### src/shca_pkg.sv
package shca_pkg;

  localparam int POS_W      = 24;
  localparam int IDX_W      = 12;
  localparam int BND_W      = 25;
  localparam int COORD_W    = 8;
  localparam int NUM_AXES   = 3;
  localparam int NUM_OFFS   = 27;
  localparam int HOME_OFF   = 13;
  localparam int DIV_BITS   = 3;
  localparam int DIV_STAGES = POS_W / DIV_BITS;
  localparam int ENTRIES    = 8;

  localparam logic [1:0] REG_CELL_SIZE  = 2'd0;
  localparam logic [1:0] REG_LOW_BOUND  = 2'd1;
  localparam logic [1:0] REG_HIGH_BOUND = 2'd2;

  localparam logic [POS_W-1:0] CELL_SIZE_RST  = 24'd256;
  localparam logic [BND_W-1:0] LOW_BOUND_RST  = 25'd0;
  localparam logic [BND_W-1:0] HIGH_BOUND_RST = 25'd2560000;

  // Divider pipeline item: bnd bit d set when offset d-1 stays inside the bounds
  typedef struct packed {
    logic                                 v;
    logic [IDX_W-1:0]                     idx;
    logic [NUM_AXES-1:0][POS_W-1:0]       pos;
    logic [POS_W-1:0]                     rad;
    logic [NUM_AXES-1:0][POS_W-1:0]       rem;
    logic [NUM_AXES-1:0][COORD_W-1:0]     quo;
    logic [NUM_AXES-1:0][2:0]             bnd;
  } div_t;

endpackage

### src/shca_div_stage.sv
module shca_div_stage #(
  parameter int FIRST_BIT = 23
) (
  input  shca_pkg::div_t                 d_i,
  input  logic [shca_pkg::POS_W-1:0]     cs,
  output shca_pkg::div_t                 d_o
);

  always_comb begin
    logic [shca_pkg::POS_W:0]       t;
    logic [shca_pkg::POS_W-1:0]     rem;
    logic [shca_pkg::COORD_W-1:0]   quo;
    d_o = d_i;
    for (int a = 0; a < shca_pkg::NUM_AXES; a++) begin
      rem = d_i.rem[a];
      quo = d_i.quo[a];
      for (int b = 0; b < shca_pkg::DIV_BITS; b++) begin
        t = {rem, d_i.pos[a][FIRST_BIT-b]};
        if (t >= {1'b0, cs}) begin
          rem = shca_pkg::POS_W'(t - {1'b0, cs});
          quo = {quo[shca_pkg::COORD_W-2:0], 1'b1};
        end else begin
          rem = t[shca_pkg::POS_W-1:0];
          quo = {quo[shca_pkg::COORD_W-2:0], 1'b0};
        end
      end
      d_o.rem[a] = rem;
      d_o.quo[a] = quo;
    end
  end

endmodule

### config.mk
export PLATFORM = sky130hd
export DESIGN_NAME = shca_div_stage
export DESIGN_NICKNAME = d
export VERILOG_FILES = /design/src/shca_pkg.sv /design/src/shca_div_stage.sv
export SDC_FILE = /design/constraint.sdc
export NUM_CORES = 1
export LEC_CHECK = 0
export ABC_CLOCK_PERIOD_IN_PS = 16800
export BUFFER_PORTS_ARGS = -buffer_cell sky130_fd_sc_hd__buf_2
export CAP_MARGIN = 10
export CORE_ASPECT_RATIO = 0.75
export CORE_MARGIN = 2
export CORE_UTILIZATION = 30
export DETAILED_ROUTE_END_ITERATION = 16
export PLACE_DENSITY = 0.62
export SETUP_SLACK_MARGIN = 0.02
export SLEW_MARGIN = 20
export SYNTH_ARGS = -nofsm -noshare
export SYNTH_HDL_FRONTEND = slang
export SYNTH_SLANG_ARGS = --single-unit
### constraint.sdc
create_clock -name vclk -period 16.8
set_input_delay 3.36 -clock vclk [all_inputs]
set_output_delay 3.36 -clock vclk [all_outputs]
set_load 0.02 [all_outputs]
-- Yosys cells after proc, flatten, opt, wreduce, memory -nomap -nowiden
Cells that the tools add are included.
- input bits: 238
- register bits after elaboration: 0
- word-level logic and storage cells: 36
- output and inout bits: 214
- add/sub/neg operators: 9
- mux-type cells: 18
- magnitude comparators: 9
- operator list (kind ; number):
    25-bit by 24-bit greater-or-equal comparator with 1-bit output ; 9
    24-bit two-way mux ; 9
    24-bit subtractor ; 9
    1-bit two-way mux ; 9

-- Depth between registers and ports, before layout
Gate-level depths: netlist of the first run.
- depth after elaboration: 6
- depth in mapped cells: 40

-- Worst setup path before layout of the first run
OpenSTA, ideal clock, no wires.
- kind: input to output
- start point: input cs[1] (netlist name)
- end point: output d_o[33] (netlist name)
- buffers on the path: 5
- required time: 13.440 ns
- data arrival time: 11.977 ns
- setup slack: 1.463 ns
- stages on the path: 36
- path through: inv_1 > ha_1 > nand3_1 > or4_1 > o211ai_1 > o211ai_1 > a31oi_1 > clkbuf_1 > buf_2 > mux2_2 > ha_1 > o21a_1 > o31a_1 > o41a_1 > a21oi_1 > o31ai_1 > and2_1 > a21oi_1 > o21ai_1 > a211o_1 > clkbuf_1 > buf_2 > mux2_2 > ha_1 > o21a_1 > o31a_1 > o31a_1 > o31a_1 > o21ai_1 > nor2b_1 > o31a_1 > o21a_1 > o21a_1 > a2111oi_4 > buf_6 > mux2i_1
- RTL lines (what ; RTL line ; text):
    from (decl) ; shca_div_stage.sv:5 ; input logic [shca_pkg::POS_W-1:0] cs,
    to (decl) ; shca_div_stage.sv:6 ; output shca_pkg::div_t d_o

==> results.sh, run 1 <==
export IMPL_io_pins=452
export IMPL_postCtsSetupRepairBufs=0
export IMPL_die_area_um2=47380
export IMPL_crit_path_end_kind="primary output"
export IMPL_fp_dieH_um=189.0
export IMPL_syn_nets=2271
export IMPL_syn_inst=1808
export IMPL_synthTopCellsByArea="ha_1 20%, mux2_2 9.2%, xnor2_1 7.8%, buf_4 7.5%, a21oi_1 6.3%"
export IMPL_slowest_delay_ps=580
export IMPL_synth_cell_type_count=81
export IMPL_cts_hold_buf=0
export IMPL_core_area_um2=44850
export IMPL_ff_latch_area_um2=0
export IMPL_ant_nets=0
export IMPL_slew_violations=0
export IMPL_whs_ps=6720
export IMPL_drtIter0Drc=865
export IMPL_cpMaxStageDelayCell="or4_1"
export IMPL_startpoint_type="input port"
export IMPL_min_path_type="input port to primary output"
export IMPL_layout_commonest_cell="ha_1"
export IMPL_crit_required_ps=13440
export IMPL_firstDrtPassIters=5
export IMPL_synth_seq_area_share=0
export IMPL_layout_common_cells="216 x ha_1, 195 x buf_2, 171 x a21oi_1"
export IMPL_p_leak_uw=0.006749
export IMPL_routed_wl_mm=51.04
export IMPL_antenna_found_initial=6
export IMPL_yosysTopAreaCell="ha_1"
export IMPL_tightest_slew_ps=868.5
export IMPL_power_density_nw_per_um2=173.6
export IMPL_grt_max_degree=35
export IMPL_syn2layout_area_growth_pct=6.252
export IMPL_placed_cells=2462
export IMPL_finalSetupViolCount=0
export IMPL_status="completed"
export IMPL_num_rows=67
export IMPL_cpMostUsedCell="o31a_1"
export IMPL_timing_hold_violations_final=0
export IMPL_final_nets=2341
export IMPL_crit_arrival_ps=12800
export IMPL_final_setup_tns_ps=0
export IMPL_gp_congestion=0.9225
export IMPL_port_buffers=195
export IMPL_flops_and_latches=0
export IMPL_design_area_um2=14550
export IMPL_ys_warn_count=0
export IMPL_num_vias=13910
export IMPL_grt_pass1_vias=13040
export IMPL_grt_pass1_wl_mm=75.29
export IMPL_max_cap_viol_count=0
export IMPL_max_freq_mhz=61.89
export IMPL_final_min_clock_period_ps=16160
export IMPL_nClkBuffers=0
export IMPL_grt_use_total=0.2044
export IMPL_globalRouteOverflowTotal=0
export IMPL_post_route_period_util=0.9617
export IMPL_drc=0
export IMPL_max_slew_margin_rel=0.4203
export IMPL_grt_setup_unrepaired="no"
export IMPL_wl_per_cell_um=20.70
export IMPL_worstSetupPathType="input port to primary output"
export IMPL_netlist_area_um2=13690
export IMPL_via_per_inst=5.641
export IMPL_dpl_cell_area_um2=14540
export IMPL_synth_top_area_frac=0.1974
export IMPL_cts_resized=0
export IMPL_die_width_um=250.7
export IMPL_start_util=0.3053
export IMPL_synth_avg_cell_area_um2=7.572
export IMPL_peakVddDrop_uv=128.4
export IMPL_final_cells=2466
export IMPL_power_uw=2526
export IMPL_drive_above_1_share=0.2100
export IMPL_cp_max_fo=25
export IMPL_post_dp_hpwl_mm=43.17
cells in the mapped netlist, types with 27 or more instances:
library cell / instances
buf_4: 136
o21a_1: 39
nor2_1: 119
nor3_1: 29
a21oi_1: 171
a21o_1: 84
mux2_2: 112
o21ai_0: 91
nand2_1: 88
xnor2_1: 122
mux2_1: 27
o21bai_1: 32
ha_1: 216
nand4_1: 28
inv_1: 103
nand3_1: 36
xor2_1: 45
power by group:
part            leakage, uW  internal, uW  switching, uW
registers                 0             0              0
clock network  0.0000000254     0.0000320              0
logic               0.00675          1080           1450
cell type report:
type,instances,area (um2)
diodes,4,10.01
fillers,4788,30300
inverters,105,394.1
multi-input cells,1537,12130
well taps,586,733.2
repair buffers,234,1281
final timing paths:
| kind | endpoint | slack, ps | cells past startpoint | start |
|---|---|---|---|---|
| max | d_o[37] | 640 | 34 | cs[3] |
| min | d_o[105] | 6720 | 0 | d_i[105] |
worst max-delay path, delay by kind of cell:
| family | cells | cell delay [ps] |
|---|---|---|
| AOI/OAI and AO/OA | 16 | 4180 |
| and+or+nand+nor | 7 | 1630 |
| muxes | 3 | 1260 |
| adders and majority gates | 3 | 1200 |
| buffers and inverters | 5 | 1120 |
per-stage QoR:
step / setup slack, ps / utilization
after floorplan: 1463 / -
after global placement: 844.1 / 0.3241
after detailed placement: 738.5 / 0.3241
after CTS: 660.5 / 0.3241
after global routing: 82.17 / 0.3243
final: 643.2 / 0.3243
cells by family after synthesis:
kind of cell,share of synthesized area
XOR/XNOR,0.1068
multiplexers,0.1407
adder cells (fa/ha/maj),0.2106
AND/OR/NAND/NOR,0.1442
buffers and inverters,0.1147
AO/OA/AOI/OAI,0.2830
layer usage:
metal	up-vias	GRT usage	part of all wire
met2	608	0.3188	0.43
met4	0	0.04813	0.025
met1	6513	0.2770	0.45
li1	6725	-	-
met5	-	0	0
met3	64	0.05815	0.093
Note: power is estimated with default switching activity, not from simulation.
==> inputs of run 2 (changes only) <==
--- a/config.mk
+++ b/config.mk
@@ -5,7 +5,7 @@
 export SDC_FILE = /design/constraint.sdc
 export NUM_CORES = 1
 export LEC_CHECK = 0
-export ABC_CLOCK_PERIOD_IN_PS = 16800
+export ABC_CLOCK_PERIOD_IN_PS = 19100
 export BUFFER_PORTS_ARGS = -buffer_cell sky130_fd_sc_hd__buf_2
 export CAP_MARGIN = 10
 export CORE_ASPECT_RATIO = 0.75
@@ -14,7 +14,6 @@
 export DETAILED_ROUTE_END_ITERATION = 16
 export PLACE_DENSITY = 0.62
 export SETUP_SLACK_MARGIN = 0.02
-export SLEW_MARGIN = 20
 export SYNTH_ARGS = -nofsm -noshare
 export SYNTH_HDL_FRONTEND = slang
 export SYNTH_SLANG_ARGS = --single-unit
==> constraint.sdc (replaced) <==
create_clock -name vclk -period 19.1
set_input_delay 3.82 -clock vclk [all_inputs]
set_output_delay 3.82 -clock vclk [all_outputs]
set_load 0.02 [all_outputs]
==> run 2 against run 1 <==
Effect of this change:
- core utilization fell by 0.24 points
- highest routed layer is now met5
- non-clock buffer count fell by 12
- first-iteration DRC count rose by 4.0%
- worst setup slack improved by 900 ps
- wire length fell by 2.2%
- critical path depth rose by 3
==> results.sh, run 2 (synthesized netlist as in run 1, its figures left out) <==
export IMPL_cts_resized=0
export IMPL_n_fill_cell=4768
export IMPL_max_slew_margin_rel=0.3358
export IMPL_globalRouteOverflowTotal=0
export IMPL_tightest_slew_ps=996.3
export IMPL_layout_commonest_cell="ha_1"
export IMPL_cp_max_fo=35
export IMPL_ff_latch_area_um2=0
export IMPL_routed_wl_mm=49.92
export IMPL_slowest_delay_ps=890
export IMPL_slew_violations=0
export IMPL_min_path_type="input port to primary output"
export IMPL_status="completed"
export IMPL_num_vias=13920
export IMPL_max_cap_viol_count=0
export IMPL_placed_cells=2450
export IMPL_flops_and_latches=0
export IMPL_seqPwrFrac=0
export IMPL_fp_dieH_um=189.0
export IMPL_power_density_nw_per_um2=153.1
export IMPL_pwr_share_comb=1.000
export IMPL_layout_common_cells="216 x ha_1, 195 x buf_2, 171 x a21oi_1"
export IMPL_cts_hold_buf=0
export IMPL_peakVddDrop_uv=175.5
export IMPL_p_clk_frac=0
export IMPL_core_area_um2=44850
export IMPL_start_util=0.3053
export IMPL_drc=0
export IMPL_nClkBuffers=0
export IMPL_final_setup_tns_ps=0
export IMPL_final_min_clock_period_ps=17560
export IMPL_firstDrtPassIters=7
export IMPL_port_buffers=195
export IMPL_postCtsSetupRepairBufs=0
export IMPL_crit_path_end_kind="primary output"
export IMPL_grt_pass1_wl_mm=74.05
export IMPL_die_width_um=250.7
export IMPL_grt_setup_unrepaired="no"
export IMPL_final_nets=2329
export IMPL_cpMaxStageDelayCell="a2111oi_0"
export IMPL_startpoint_type="input port"
export IMPL_syn2layout_area_growth_pct=5.474
export IMPL_post_route_util=0.3220
export IMPL_num_rows=67
export IMPL_final_cells=2453
export IMPL_multi_input_area_um2=12130
export IMPL_timing_hold_violations_final=0
export IMPL_grt_max_degree=36
export IMPL_post_dp_hpwl_mm=40.95
export IMPL_post_route_period_util=0.9192
export IMPL_drtIter0Drc=900
export IMPL_die_area_um2=47380
export IMPL_drive_above_1_share=0.2049
export IMPL_gp_congestion=0.9020
export IMPL_io_pins=452
export IMPL_grt_pass1_vias=12810
export IMPL_crit_required_ps=15280
export IMPL_finalSetupViolCount=0
export IMPL_switching_power_uw=1271
export IMPL_antenna_found_initial=5
export IMPL_grt_use_total=0.1989
export IMPL_wl_per_cell_um=20.35
export IMPL_ant_nets=0
export IMPL_p_sw_frac=0.5750
export IMPL_crit_arrival_ps=13740
export IMPL_internal_power_uw=939.7
export IMPL_via_per_inst=5.676
export IMPL_max_freq_mhz=56.96
export IMPL_worstSetupPathType="input port to primary output"
export IMPL_p_leak_uw=0.006687
run 2: changes by cell type in the layout (fill, tap and decap cells not counted):
cell,before,now
buf_4,38,27
a2111oi_0,3,4
a2111oi_1,1,0
buf_12,1,0
diode_2,4,3
run 2: area by class of cell:
| type | instances | area share |
|---|---|---|
| Tap cell | 586 | 0.05078 |
| Timing Repair Buffer | 222 | 0.08162 |
| Multi-Input combinational cell | 1537 | 0.8398 |
| Antenna cell | 3 | 0.0005199 |
| Inverter | 105 | 0.02729 |
run 2: per-stage QoR:
| stage | setup slack [ps] | power [uW] | hold WS [ps] | cell area, um2 |
|---|---|---|---|---|
| 2_1_floorplan | 2843 | 1692 | 7753 | 13690 |
| 3_3_place_gp | 1961 | 2161 | 7640 | 14430 |
| 3_5_place_dp | 1771 | 2197 | 7640 | 14430 |
| 4_1_cts | 1711 | 2211 | 7640 | 14430 |
| 5_1_grt | 854.6 | 2400 | 7640 | 14440 |
| 6_report | 1542 | 2211 | 7640 | 14440 |
run 2: per-layer routing:
| layer | up-vias | track usage | share of wire |
|---|---|---|---|
| met2 | 624 | 0.3176 | 0.44 |
| met4 | 2 | 0.03247 | 0.017 |
| met5 | - | 0 | 0.00020 |
| met1 | 6560 | 0.2806 | 0.46 |
| li1 | 6686 | - | - |
| met3 | 51 | 0.03726 | 0.090 |
run 2: worst paths after layout:
| kind | start | end | slack, ps | cells after the start |
|---|---|---|---|---|
| hold / removal | d_i[105] | d_o[105] | 7640 | 0 |
| setup / recovery | cs[1] | d_o[79] | 1540 | 37 |
run 2: power by group through the flow:
stage / logic [uW] / clock network, uW / registers, uW
after global routing: 2400 / 0.0000141 / 0
final: 2210 / 0.0000211 / 0
after floorplan: 1690 / 0 / 0
after CTS: 2210 / 0 / 0
after global placement: 2160 / 0 / 0
after detailed placement: 2200 / 0 / 0
run 2: critical path, delay by kind of cell:
kind                     cells  cell delay, ps
AO/OA/AOI/OAI               19            4980
adder cells (fa/ha/maj)      3            1110
buffers and inverters        6            1640
multiplexers                 4            1140
AND/OR/NAND/NOR              5             980
